### src/design/sss_pkg.sv
package sss_pkg;

  localparam int WORD_W  = 32;
  localparam int FUNC_W  = 2;
  localparam int COUNT_W = 7;

  localparam logic [FUNC_W-1:0] FUNC_INSERT = 2'd0;
  localparam logic [FUNC_W-1:0] FUNC_REMOVE = 2'd1;
  localparam logic [FUNC_W-1:0] FUNC_QUERY  = 2'd2;

  typedef logic [WORD_W-1:0] word_t;

  // broadcast to every cell
  typedef struct packed {
    logic  ins_en;
    logic  rem_en;
    word_t value;
  } cell_ctrl_t;

  // what a cell hands to its right neighbor
  typedef struct packed {
    word_t entry;
    logic  above;
  } cell_link_t;

endpackage

### src/design/sss_cell.sv
module sss_cell (
  input  logic                clk,
  input  sss_pkg::cell_ctrl_t ctrl,
  input  logic                valid,
  input  sss_pkg::cell_link_t left,
  input  sss_pkg::word_t      right_entry,
  output sss_pkg::cell_link_t link,
  output logic                eq
);
  import sss_pkg::*;

  word_t entry;
  word_t entry_next;
  logic  above;

  // at or past the insertion point: empty, or entry not below the key
  assign above = !valid || ($signed(entry) >= $signed(ctrl.value));
  assign eq    = valid && (entry == ctrl.value);

  assign link.entry = entry;
  assign link.above = above;

  always_comb begin
    entry_next = entry;
    if (ctrl.ins_en) begin
      if (left.above) begin
        entry_next = left.entry;
      end else if (above) begin
        entry_next = ctrl.value;
      end
    end else if (ctrl.rem_en) begin
      if (above) begin
        entry_next = right_entry;
      end
    end
  end

  always_ff @(posedge clk) begin
    entry <= entry_next;
  end

endmodule

### config.mk
export PLATFORM = sky130hd
export DESIGN_NAME = sss_cell
export DESIGN_NICKNAME = d
export VERILOG_FILES = /design/src/design/sss_pkg.sv /design/src/design/sss_cell.sv
export SDC_FILE = /design/constraint.sdc
export NUM_CORES = 1
export LEC_CHECK = 0
export CAP_MARGIN = 0
export CORE_UTILIZATION = 53
export DETAILED_ROUTE_END_ITERATION = 8
export DONT_BUFFER_PORTS = 1
export PLACE_DENSITY = 0.71
export SLEW_MARGIN = 25
export SYNTH_ARGS = -nofsm -noshare
export SYNTH_HDL_FRONTEND = slang
export SYNTH_SLANG_ARGS = --single-unit
### constraint.sdc
create_clock -name clk -period 4.3 [get_ports clk]
set_input_delay 1.075 -clock clk [delete_from_list [all_inputs] [get_ports clk]]
set_output_delay 1.075 -clock clk [all_outputs]
set_load 0.01 [all_outputs]
; ---- Word-level counts from Yosys, hierarchy flattened
; Cells that the tools add are included.
[op_classes]
magnitude_cmp = 1
eq_ne = 1
n_reduce_logical = 7
n_mux = 5
[ops]
columns = cell, count
row1 = two-way mux 32 bit, 5
row2 = == test 32 bit, 1
row3 = >= comparator 32 bit, 1
row4 = nonzero test 2 bit, 3
row5 = AND reduction 3 bit, 1
row6 = logical AND 1 bit, 1
row7 = zero test 1 bit, 1
row8 = logical OR 1 bit, 1
[totals]
ff_bits = 32
input_bits = 101
elab_cells = 15
output_inout_bits = 34

; ---- Longest topological paths before layout
; Gate-level depths: netlist of the first run.
[logic_depth]
ltp_word = 5
ltp_mapped = 10

; ---- Worst setup path after synthesis of the first run
; OpenSTA, ideal clock, no wires.
[synth_timing]
kind = input-to-reg
start = in ctrl[31] (netlist name)
end = reg entry[0] (enable)
cell_stages = 8
required_time_ns = 3.868
path_buffers = 0
slack_ns = -0.101
arrival_time_ns = 3.969
cell_sequence = inv_1 ha_1 nand4_2 nor4_4 o311ai_1 and3_1 mux2i_1 a21oi_1
[synth_via]
elab_chain_len = 4
word_cells_on_any_way = 5
classes_between = order compare: 1 / reduce/logical: 4
[synth_rtl]
columns = item, line
row1 = "start, declared", sss_cell.sv:3  ; input sss_pkg::cell_ctrl_t ctrl,
row2 = >= comparator 32 bit (*), sss_cell.sv:17  ; assign above = !valid || ($signed(entry) >= $signed(ctrl.value));
row3 = logical OR 1 bit (*), sss_cell.sv:17
row4 = nonzero test 2 bit (no source line), -
row5 = AND reduction 3 bit (no source line) (*), -
row6 = "end signal, assigned", sss_cell.sv:39  ; entry <= entry_next;
row7 = "end, declared", sss_cell.sv:12  ; word_t entry;
; Every way passes the cells marked *; elsewhere a longest branch is shown, timed or not.
; A chain may end at the register's enable or synchronous reset.

==> results_dict.tcl, run 1 <==
set metrics [dict create \
    worstMarginPinSlew_ps 450 \
    worst_slack_at_placement_ps 312 \
    max_freq_mhz 252 \
    dieHeight_um 70.5 \
    first_element_of_the_critical_path "ctrl[31]" \
    netlist-cell-type-count 28 \
    worst_r2r_start "entry[31]" \
    yosys_most_used_dff "sky130_fd_sc_hd__edfxtp_1" \
    drtPass1Iterations 6 \
    mean_cell_area_of_the_mapped_netlist_sq_um 9.57 \
    global_route.overflow_total 0 \
    final.setup_skew_ps 7.67 \
    std_cell_rows 24 \
    antenna_nets_post_route 0 \
    num-nets-final 389 \
    groute.usage.overall 0.208 \
    wire_length_of_the_first_global_routing_pass_mm 7.91 \
    grt_setup_unrepaired "false" \
    post_cts_resize_count 0 \
    power.density_nw_per_um2 343 \
    synth-seq-cells 32 \
    path_class "in -> out" \
    syn_inst 260 \
    grt_pass1_vias 1668 \
    post_cts_buffers 0 \
    layout_worst_path_cycle_share 0.923 \
    htreeDepth 2 \
    async_reset_ff_frac 0 \
    place_area_sq_um 2530 \
    synth_fp_nets 393 \
    drv_cap 0 \
    max-clock-path-buffers 2 \
    cts-buffers-inserted 5 \
    path_clk_slew_ps 70 \
    finalMaxSlewViolations 0 \
    core-area_sq_um 4440 \
    status "finished, violations left" \
    layout-drive-gt1-share 0.0506 \
    slew-limit-headroom 0.699 \
    gp_congestion 0.779 \
    areaGrowthSynthToFinish_pct 6.03 \
    fp.dieW_um 70.5 \
    critical_path.top_delay_family "simple AND/OR/NAND/NOR gates" \
    cp_cell_sequence "inv_1 -> ha_1 -> nand4_2 -> nor4_4 -> o311ai_1 -> and3_1 -> mux2i_1 -> nand3_1" \
    pin_count_of_the_biggest_net_entering_global_routing 67 \
    clock_tree.root_cell "sky130_fd_sc_hd__clkbuf_8" \
    hold_buffers 0 \
    vias 1817 \
    antenna_fix_cells 0 \
    clock_sink_count 32 \
    timing_hold_violations_final 0 \
    wirelength_mm 5.10 \
    synth-warning-count 0 \
    worst_setup_end_kind "primary output" \
    route.detailed.wl_per_inst_um 16.5 \
    critical-path-slowest-cell "sky130_fd_sc_hd__nor4_4" \
    fin_ws_ps 332 \
    placed_cells 301 \
    biggestRegsByFlops "entry (32)" \
    fin_worst_hold_slack_ps 992 \
    worst_ir_drop_vdd_mv 0.201 \
    finalWorstPathRequiredPeriod_ps 3970 \
    io_buffers 0 \
    critPathBufInv 1 \
    path_category_of_the_worst_min_delay_check "in -> reg" \
    synth-edff-count 32 \
    initialDrtViolationCount 127 \
    clock_latency_ps 290 \
    fin_area_sq_um 2640 \
    critical_path.max_stage_delay_ps 390 \
    largest_register_ffs 32 \
    synth.cell_area_sq_um 2490 \
    dp_hpwl_mm 3.91 \
    cts_tree "yes" \
    boundaryPins 135 \
    grt_antenna_before_repair 0 \
    instances_no_fill 309 \
    path_max_fanout 4 \
    setup-violations-final 0 \
    static-leakage-power_nw 1.23 \
    drc 18 \
    min-delay-start "ctrl[33]" \
    finalSetupTns_ps 0 \
    synth_sequential_area_ratio 0.386 \
    floorplan.die_area_sq_um 4970 \
    initial_utilization 0.560 \
    violated_checks "DRC" \
    drt-vias-per-instance 5.88 \
    type_of_origin_of_the_critical_path "primary input" \
    required_ps 3220 \
    regMostFlops "entry" \
    worst-endpoint-arrival_ps 2890 \
]
## synth_stat cells (3+ instances only)
| cell type | n | area [sq um] |
|---|---|---|
| sky130_fd_sc_hd__mux2i_1 | 33 | 330 |
| sky130_fd_sc_hd__a21oi_1 | 46 | 230 |
| sky130_fd_sc_hd__a21o_1 | 3 | 22.5 |
| sky130_fd_sc_hd__edfxtp_1 | 32 | 961 |
| sky130_fd_sc_hd__ha_1 | 32 | 400 |
| sky130_fd_sc_hd__clkbuf_1 | 7 | 26.3 |
| sky130_fd_sc_hd__buf_2 | 3 | 15.0 |
| sky130_fd_sc_hd__nand3_1 | 4 | 20.0 |
| sky130_fd_sc_hd__nand4_2 | 3 | 37.5 |
| sky130_fd_sc_hd__inv_1 | 32 | 120 |
| sky130_fd_sc_hd__nand4_1 | 5 | 31.3 |
| sky130_fd_sc_hd__nand2_1 | 5 | 18.8 |
| sky130_fd_sc_hd__nor2_1 | 36 | 135 |
## where the power goes
part	switching, mW	leakage (nW)	internal (mW)
Sequential	0.0448	0.314	0.396
Clock	0.115	0.0532	0.169
Combinational	0.0972	0.864	0.0844
## through the flow
stage | power (mW) | utilization
global route | 0.954 | 0.594
detailed placement | 0.631 | 0.570
global placement | 0.625 | 0.570
finish | 0.906 | 0.594
floorplan | 0.597 | -
CTS | 0.915 | 0.594
## metal layers
metal	track usage	part of all wire	up-vias
met4	0.0680	0.015	0
met5	0	0	-
li1	-	-	925
met1	0.264	0.43	795
met3	0.0722	0.094	8
met2	0.334	0.46	89
## cells in the final DEF (no fill, tap or decap)
cell	n
sky130_fd_sc_hd__a21oi_1	45
sky130_fd_sc_hd__nor2_1	36
sky130_fd_sc_hd__mux2i_1	33
sky130_fd_sc_hd__inv_1	32
sky130_fd_sc_hd__ha_1	32
sky130_fd_sc_hd__edfxtp_1	32
sky130_fd_sc_hd__nand4_1	5
sky130_fd_sc_hd__nand2_1	5
sky130_fd_sc_hd__clkbuf_8	5
sky130_fd_sc_hd__nand3_1	4
sky130_fd_sc_hd__nand4_2	3
sky130_fd_sc_hd__a21o_1	3
sky130_fd_sc_hd__nor4_1	2
sky130_fd_sc_hd__o21ai_0	2
sky130_fd_sc_hd__nor2b_1	2
sky130_fd_sc_hd__and3_1	2
sky130_fd_sc_hd__clkinv_1	2
sky130_fd_sc_hd__nor4_4	1
sky130_fd_sc_hd__or2b_1	1
sky130_fd_sc_hd__nor3_1	1
sky130_fd_sc_hd__a22o_1	1
sky130_fd_sc_hd__a21boi_0	1
sky130_fd_sc_hd__o31ai_1	1
sky130_fd_sc_hd__o211ai_1	1
sky130_fd_sc_hd__o311ai_1	1
sky130_fd_sc_hd__a21oi_4	1
sky130_fd_sc_hd__and3_2	1
sky130_fd_sc_hd__bufinv_16	1
sky130_fd_sc_hd__buf_12	1
## worst register-to-register path: cells and delay by family, from the launching register on
family	cells	cell delay [ps]
and+or+nand+nor	3	790
adders and majority gates	1	390
DFF	1	470
AOI/OAI and AO/OA	2	570
buffers and inverters	1	240
muxes	1	170
## kinds of logic after synthesis
| group | synth area share |
|---|---|
| fa+ha+maj | 0.161 |
| simple gates | 0.129 |
| buf+inv | 0.0694 |
| flops | 0.386 |
| mux | 0.133 |
| compound gates | 0.122 |
## path summary, 6_finish.rpt
path / slack (ps) / end / cells past startpoint
hold / removal: 990 / entry[3] / 1
setup / recovery: 330 / link[0] / 8
setup reg to reg: 1360 / entry[21] / 8
hold reg to reg: 1430 / entry[15] / 3
## cell type report
class	count	area [sq um]
clock buffers	5	68.8
clock inverters	3	37.5
fillers	392	1810
inverters	32	120
multi-input cells	184	1370
flip-flops and latches	32	961
well taps	52	65.1
repair buffers	1	20.0
(Power assumes the default switching activity.)
==> run 2, diff against run 1 <==
--- a/config.mk
+++ b/config.mk
@@ -9,6 +9,7 @@
 export CORE_UTILIZATION = 53
 export DETAILED_ROUTE_END_ITERATION = 8
 export DONT_BUFFER_PORTS = 1
+export GPL_TIMING_DRIVEN = 0
 export PLACE_DENSITY = 0.71
 export SLEW_MARGIN = 25
 export SYNTH_ARGS = -nofsm -noshare
==> constraint.sdc (replaced) <==
create_clock -name clk -period 3.35 [get_ports clk]
set_input_delay 0.8375 -clock clk [delete_from_list [all_inputs] [get_ports clk]]
set_output_delay 0.8375 -clock clk [all_outputs]
set_load 0.01 [all_outputs]
==> run 2 against run 1 <==
The run ends with DRC, setup timing left. Via count up 5.8%. Register-to-register slack worse by 1200 ps. Clock skew is 2.2 ps higher. Design area increased by 11%. First-iteration DRC count is 34% lower. Critical endpoint unchanged. Sequential share of layout area is 3.7 points lower.
==> results_dict.tcl, run 2 (synthesis results as in run 1) <==
set metrics [dict create \
    status "finished, violations left" \
    violated_checks "DRC, setup timing" \
    groute.usage.overall 0.231 \
    finalMaxSlewViolations 0 \
    gr-usage-met3 0.0693 \
    initialDrtViolationCount 84 \
    final.setup_skew_ps 9.82 \
    cts_tree "yes" \
    path_clk_slew_ps 70 \
    worst_setup_end_kind "primary output" \
    grt_antenna_before_repair 0 \
    io_buffers 0 \
    post_layout_total_power_mw 1.20 \
    route.detailed.wl_per_inst_um 17.8 \
    global_route.peak_usage_layer "met2" \
    finalWorstPathRequiredPeriod_ps 3400 \
    timing_hold_violations_final 0 \
    grt_setup_unrepaired "true" \
    fin_ws_ps -52.3 \
    floorplan.die_area_sq_um 4970 \
    wirelength_mm 5.82 \
    areaGrowthSynthToFinish_pct 18.0 \
    boundaryPins 135 \
    path_class "in -> out" \
    groute.layer.met2.usage 0.384 \
    final_cell_mix "45 x sky130_fd_sc_hd__a21oi_1, 36 x sky130_fd_sc_hd__nor2_1, 32 x sky130_fd_sc_hd__mux2i_1, 32 x sky130_fd_sc_hd__edfxtp_1, 21 x sky130_fd_sc_hd__inv_1" \
    pin_count_of_the_biggest_net_entering_global_routing 18 \
    biggestRegsByFlops "entry (32)" \
    regMostFlops "entry" \
    layout.area.seq_sq_um 961 \
    max_freq_mhz 294 \
    setup-violations-final 1 \
    worst_slack_at_placement_ps -331 \
    clock_latency_ps 290 \
    wire_length_of_the_first_global_routing_pass_mm 8.81 \
    grt_pass1_vias 1967 \
    fill_cells 385 \
    largest_register_ffs 32 \
    drtPass1Iterations 6 \
    dieHeight_um 70.5 \
    multiInputGateArea_sq_um 1570 \
    vias 1922 \
    cts-buffers-inserted 5 \
    num-nets-final 407 \
    global_route.overflow_total 0 \
    slew-limit-headroom 0.552 \
    grt_util_met1 0.280 \
    worst_ir_drop_vdd_mv 0.257 \
    required_ps 2510 \
    initial_utilization 0.560 \
    drc 19 \
    hold_buffers 0 \
    antenna_fix_cells 0 \
    htreeDepth 2 \
    drt-vias-per-instance 5.88 \
    worst-endpoint-arrival_ps 2560 \
    core-area_sq_um 4440 \
    placed_cells 313 \
    instances_no_fill 327 \
    worstMarginPinSlew_ps 670 \
    layout_commonest_cell "sky130_fd_sc_hd__a21oi_1" \
    dp_hpwl_mm 4.41 \
    max-clock-path-buffers 2 \
    clock_sink_count 32 \
    layout_worst_path_cycle_share 1.02 \
    fin_area_sq_um 2940 \
    path_category_of_the_worst_min_delay_check "in -> reg" \
    clock_tree.root_cell "sky130_fd_sc_hd__clkbuf_8" \
    fp.dieW_um 70.5 \
    gp_congestion 0.744 \
    drv_cap 0 \
    static-leakage-power_nw 1.26 \
    std_cell_rows 24 \
    place_area_sq_um 2590 \
    power.density_nw_per_um2 408 \
    path_max_fanout 3 \
    antenna_nets_post_route 0 \
    final_core_util 0.661 \
    layout-drive-gt1-share 0.185 \
    type_of_origin_of_the_critical_path "primary input" \
]
## run 2: cell types whose count changed in the layout (fill, tap and decap cells not counted), moves of 2 or more
cell	change
sky130_fd_sc_hd__buf_2	+3
sky130_fd_sc_hd__buf_4	+6
sky130_fd_sc_hd__clkbuf_1	+7
sky130_fd_sc_hd__clkinv_2	+2
sky130_fd_sc_hd__ha_1	-13
sky130_fd_sc_hd__ha_4	+13
sky130_fd_sc_hd__inv_1	-11
sky130_fd_sc_hd__inv_2	+10
sky130_fd_sc_hd__nand4_2	-3
sky130_fd_sc_hd__nand4_4	+3
## run 2: repair_timing
| item | in CTS | in global routing |
|---|---|---|
| gates resized for setup | 23 | 13 |
| setup buffers | 1 | 5 |
| setup endpoints to repair | 1 | 1 |
| pin swaps | 15 | 12 |
## run 2: per-stage QoR
step	setup TNS, ps	hold slack (ps)
finish	-52.3	773
global placement	-10880	1070
global route	-189	772
floorplan	-3.25	1060
CTS	-119	774
detailed placement	-4500	1080
## run 2: final cells by class
type | instances | area share
multi-input combinational | 184 | 0.535
clock inverter | 3 | 0.00468
tap | 52 | 0.0221
clock buffer | 5 | 0.0234
sequential | 32 | 0.327
inverter | 32 | 0.0434
buffer | 12 | 0.0192
timing repair buffer | 7 | 0.0247
## run 2: worst paths after layout
path                   start         to  slack (ps)  cells past startpoint
max                 ctrl[21]    link[0]         -50                      9
min          right_entry[24]  entry[24]         770                      2
max reg2reg        entry[28]   entry[0]         200                      9
min reg2reg         entry[2]  entry[23]        1510                      6
## run 2: layer usage
| layer | up-vias | wire, um | part of all wire |
|---|---|---|---|
| li1 | 965 | - | - |
| met1 | 856 | 2430 | 0.42 |
| met2 | 91 | 2800 | 0.48 |
| met3 | 10 | 490 | 0.084 |
| met4 | 0 | 93 | 0.016 |
| met5 | - | 0 | 0 |
## run 2: where the power goes
group          switching, mW  total [mW]  leakage (nW)  internal, mW
combinational          0.173       0.334         0.903         0.161
clock                  0.147       0.288        0.0453         0.141
sequential            0.0670       0.576         0.314         0.509
## run 2: critical path, stage by stage
cell,delay [ps]
sky130_fd_sc_hd__inv_1,20
sky130_fd_sc_hd__ha_1,340
sky130_fd_sc_hd__nand4_4,130
sky130_fd_sc_hd__nor4_4,350
sky130_fd_sc_hd__o311ai_2,170
sky130_fd_sc_hd__and3_1,240
sky130_fd_sc_hd__mux2i_2,210
sky130_fd_sc_hd__nand3_1,120
sky130_fd_sc_hd__buf_6,140
==> run 3, diff against run 2 <==
--- a/config.mk
+++ b/config.mk
@@ -9,6 +9,7 @@
 export CORE_UTILIZATION = 53
 export DETAILED_ROUTE_END_ITERATION = 8
 export DONT_BUFFER_PORTS = 1
+export GPL_ROUTABILITY_DRIVEN = 0
 export GPL_TIMING_DRIVEN = 0
 export PLACE_DENSITY = 0.71
 export SLEW_MARGIN = 25
==> constraint.sdc (replaced) <==
create_clock -name clk -period 3 [get_ports clk]
set_input_delay 0.75 -clock clk [delete_from_list [all_inputs] [get_ports clk]]
set_output_delay 0.75 -clock clk [all_outputs]
set_load 0.01 [all_outputs]
==> run 3 against run 2 <==
The flow still finishes with violations (DRC, setup timing). Wire length grew 2.9%. Sequential share of layout area is essentially flat. Utilization is essentially flat. Sequential power grew 12%. Count of clock-buffer cells in the layout grew 2. Total power grew 12%.
==> results_dict.tcl, run 3 (synthesis results as in run 1) <==
set metrics [dict create \
    fill_cells 380 \
    worst_setup_end_kind "primary output" \
    placed_cells 313 \
    critical-path-slowest-cell "sky130_fd_sc_hd__edfxtp_1" \
    num-nets-final 407 \
    hold_buffers 0 \
    drv_cap 0 \
    htreeDepth 2 \
    dieHeight_um 70.5 \
    path_clk_slew_ps 70 \
    layout_worst_path_cycle_share 1.07 \
    floorplan.die_area_sq_um 4970 \
    grt_pass1_vias 1919 \
    clock_tree.root_cell "sky130_fd_sc_hd__clkbuf_8" \
    type_of_origin_of_the_critical_path "flip-flop" \
    biggestRegsByFlops "entry (32)" \
    worst_slack_at_placement_ps -307 \
    highest_routing_layer_actually_used "met4" \
    dp_hpwl_mm 4.67 \
    clock_latency_ps 290 \
    route.detailed.wl_per_inst_um 18.3 \
    static-leakage-power_nw 1.26 \
    cp_cell_sequence "ha_4 -> a21oi_1 -> o21ai_0 -> a22o_1 -> nor4_2 -> and3_1 -> mux2i_2 -> nand3_1 -> buf_6" \
    clock_sink_count 32 \
    fin_ws_ps -204 \
    final.setup_skew_ps 3.81 \
    power.density_nw_per_um2 456 \
    io_buffers 0 \
    multiInputGateArea_sq_um 1570 \
    initial_utilization 0.560 \
    required_ps 2250 \
    slew-limit-headroom 0.664 \
    vias 1923 \
    violated_checks "DRC, setup timing" \
    status "finished, violations left" \
    layout.area.seq_sq_um 961 \
    boundaryPins 135 \
    wire_length_of_the_first_global_routing_pass_mm 9.16 \
    path_class "reg -> out" \
    met3_length_um 551 \
    max-clock-path-buffers 2 \
    antenna_fix_cells 0 \
    regToRegEndpoint "entry[23]" \
    final_cell_mix "45 x sky130_fd_sc_hd__a21oi_1, 36 x sky130_fd_sc_hd__nor2_1, 32 x sky130_fd_sc_hd__mux2i_1, 32 x sky130_fd_sc_hd__edfxtp_1, 25 x sky130_fd_sc_hd__inv_1" \
    core-area_sq_um 4440 \
    worst_ir_drop_vdd_mv 0.250 \
    grt_antenna_before_repair 0 \
    first_element_of_the_critical_path "entry[21]" \
    worst-endpoint-arrival_ps 2450 \
    initialDrtViolationCount 63 \
    worstMarginPinSlew_ps 504 \
    min-delay-start "right_entry[1]" \
    critical_path.top_delay_family "simple AND/OR/NAND/NOR gates" \
    setup-violations-final 1 \
    timing_hold_violations_final 0 \
    global_route.overflow_total 0 \
    worstSetupEndpoint "link[0]" \
    critical_path.max_stage_delay_ps 490 \
    finalMaxSlewViolations 0 \
    max_freq_mhz 312 \
    antenna_nets_post_route 0 \
    path_depth 9 \
    fp.dieW_um 70.5 \
    layout-drive-gt1-share 0.167 \
    largest_register_ffs 32 \
    regMostFlops "entry" \
    pin_count_of_the_biggest_net_entering_global_routing 18 \
    layout_commonest_cell "sky130_fd_sc_hd__a21oi_1" \
    post_layout_total_power_mw 1.34 \
    cts-buffers-inserted 5 \
    areaGrowthSynthToFinish_pct 18.0 \
    dr_wl_met2_mm 2.92 \
    wirelength_mm 5.99 \
    std_cell_rows 24 \
    cts_tree "yes" \
    finalSetupTns_ps -204 \
    worst_r2r_start "entry[30]" \
    path_max_fanout 2 \
    drtPass1Iterations 6 \
    reg2regPathDepth 9 \
    drc 16 \
    finalWorstPathRequiredPeriod_ps 3200 \
    path_category_of_the_worst_min_delay_check "in -> reg" \
    m1WireLength_mm 2.44 \
    critPathBufInv 1 \
    drt-vias-per-instance 5.88 \
    groute.usage.overall 0.243 \
    worst-r2r-setup-slack_ps 290 \
    instances_no_fill 327 \
    grt_setup_unrepaired "true" \
]
-- run 3: layout make-up --
cell class              instances  share of cell area
well taps                      52              0.0222
flip-flops and latches         32               0.327
repair buffers                  7              0.0247
inverters                      32              0.0435
clock inverters                 1             0.00128
multi-input cells             184               0.536
plain buffers                  12              0.0192
clock buffers                   7              0.0260
-- run 3: through the flow --
step / hold WS, ps / utilization / instance area, sq um
2_1_floorplan: 976 / - / 2700
3_3_place_gp: 982 / 0.623 / 2770
3_5_place_dp: 988 / 0.629 / 2800
4_1_cts: 688 / 0.657 / 2920
5_1_grt: 688 / 0.661 / 2940
6_report: 693 / 0.661 / 2940
-- run 3: timing repair --
| action | in CTS | in global routing |
|---|---|---|
| setup endpoints to repair | 18 | 1 |
| buffers inserted | 5 | 1 |
| gates resized for setup | 1 | 2 |
| pin swaps | 6 | 5 |
| hold endpoints to repair | 0 | 0 |
-- run 3: how the worst min path moves through the flow --
stage | slack, ps | cells past startpoint | endpoint
final | 690 | 2 | entry[1]
after global routing | 690 | 2 | entry[4]
after CTS | 690 | 2 | entry[2]
after detailed placement | 990 | 2 | entry[2]
after global placement | 980 | 2 | entry[25]
after floorplan | 980 | 2 | entry[0]
-- run 3: metal layers --
layer  GRT usage  vias to the layer above
met5           0                        -
met4      0.0884                        0
met3      0.0880                        9
met2       0.405                       87
met1       0.288                      865
li1            -                      962
-- run 3: where the power goes --
group / leakage [nW] / internal, mW / switching, mW
clock: 0.0399 / 0.162 / 0.165
combinational: 0.910 / 0.180 / 0.189
sequential: 0.314 / 0.568 / 0.0751
total: 1.26 / 0.910 / 0.429
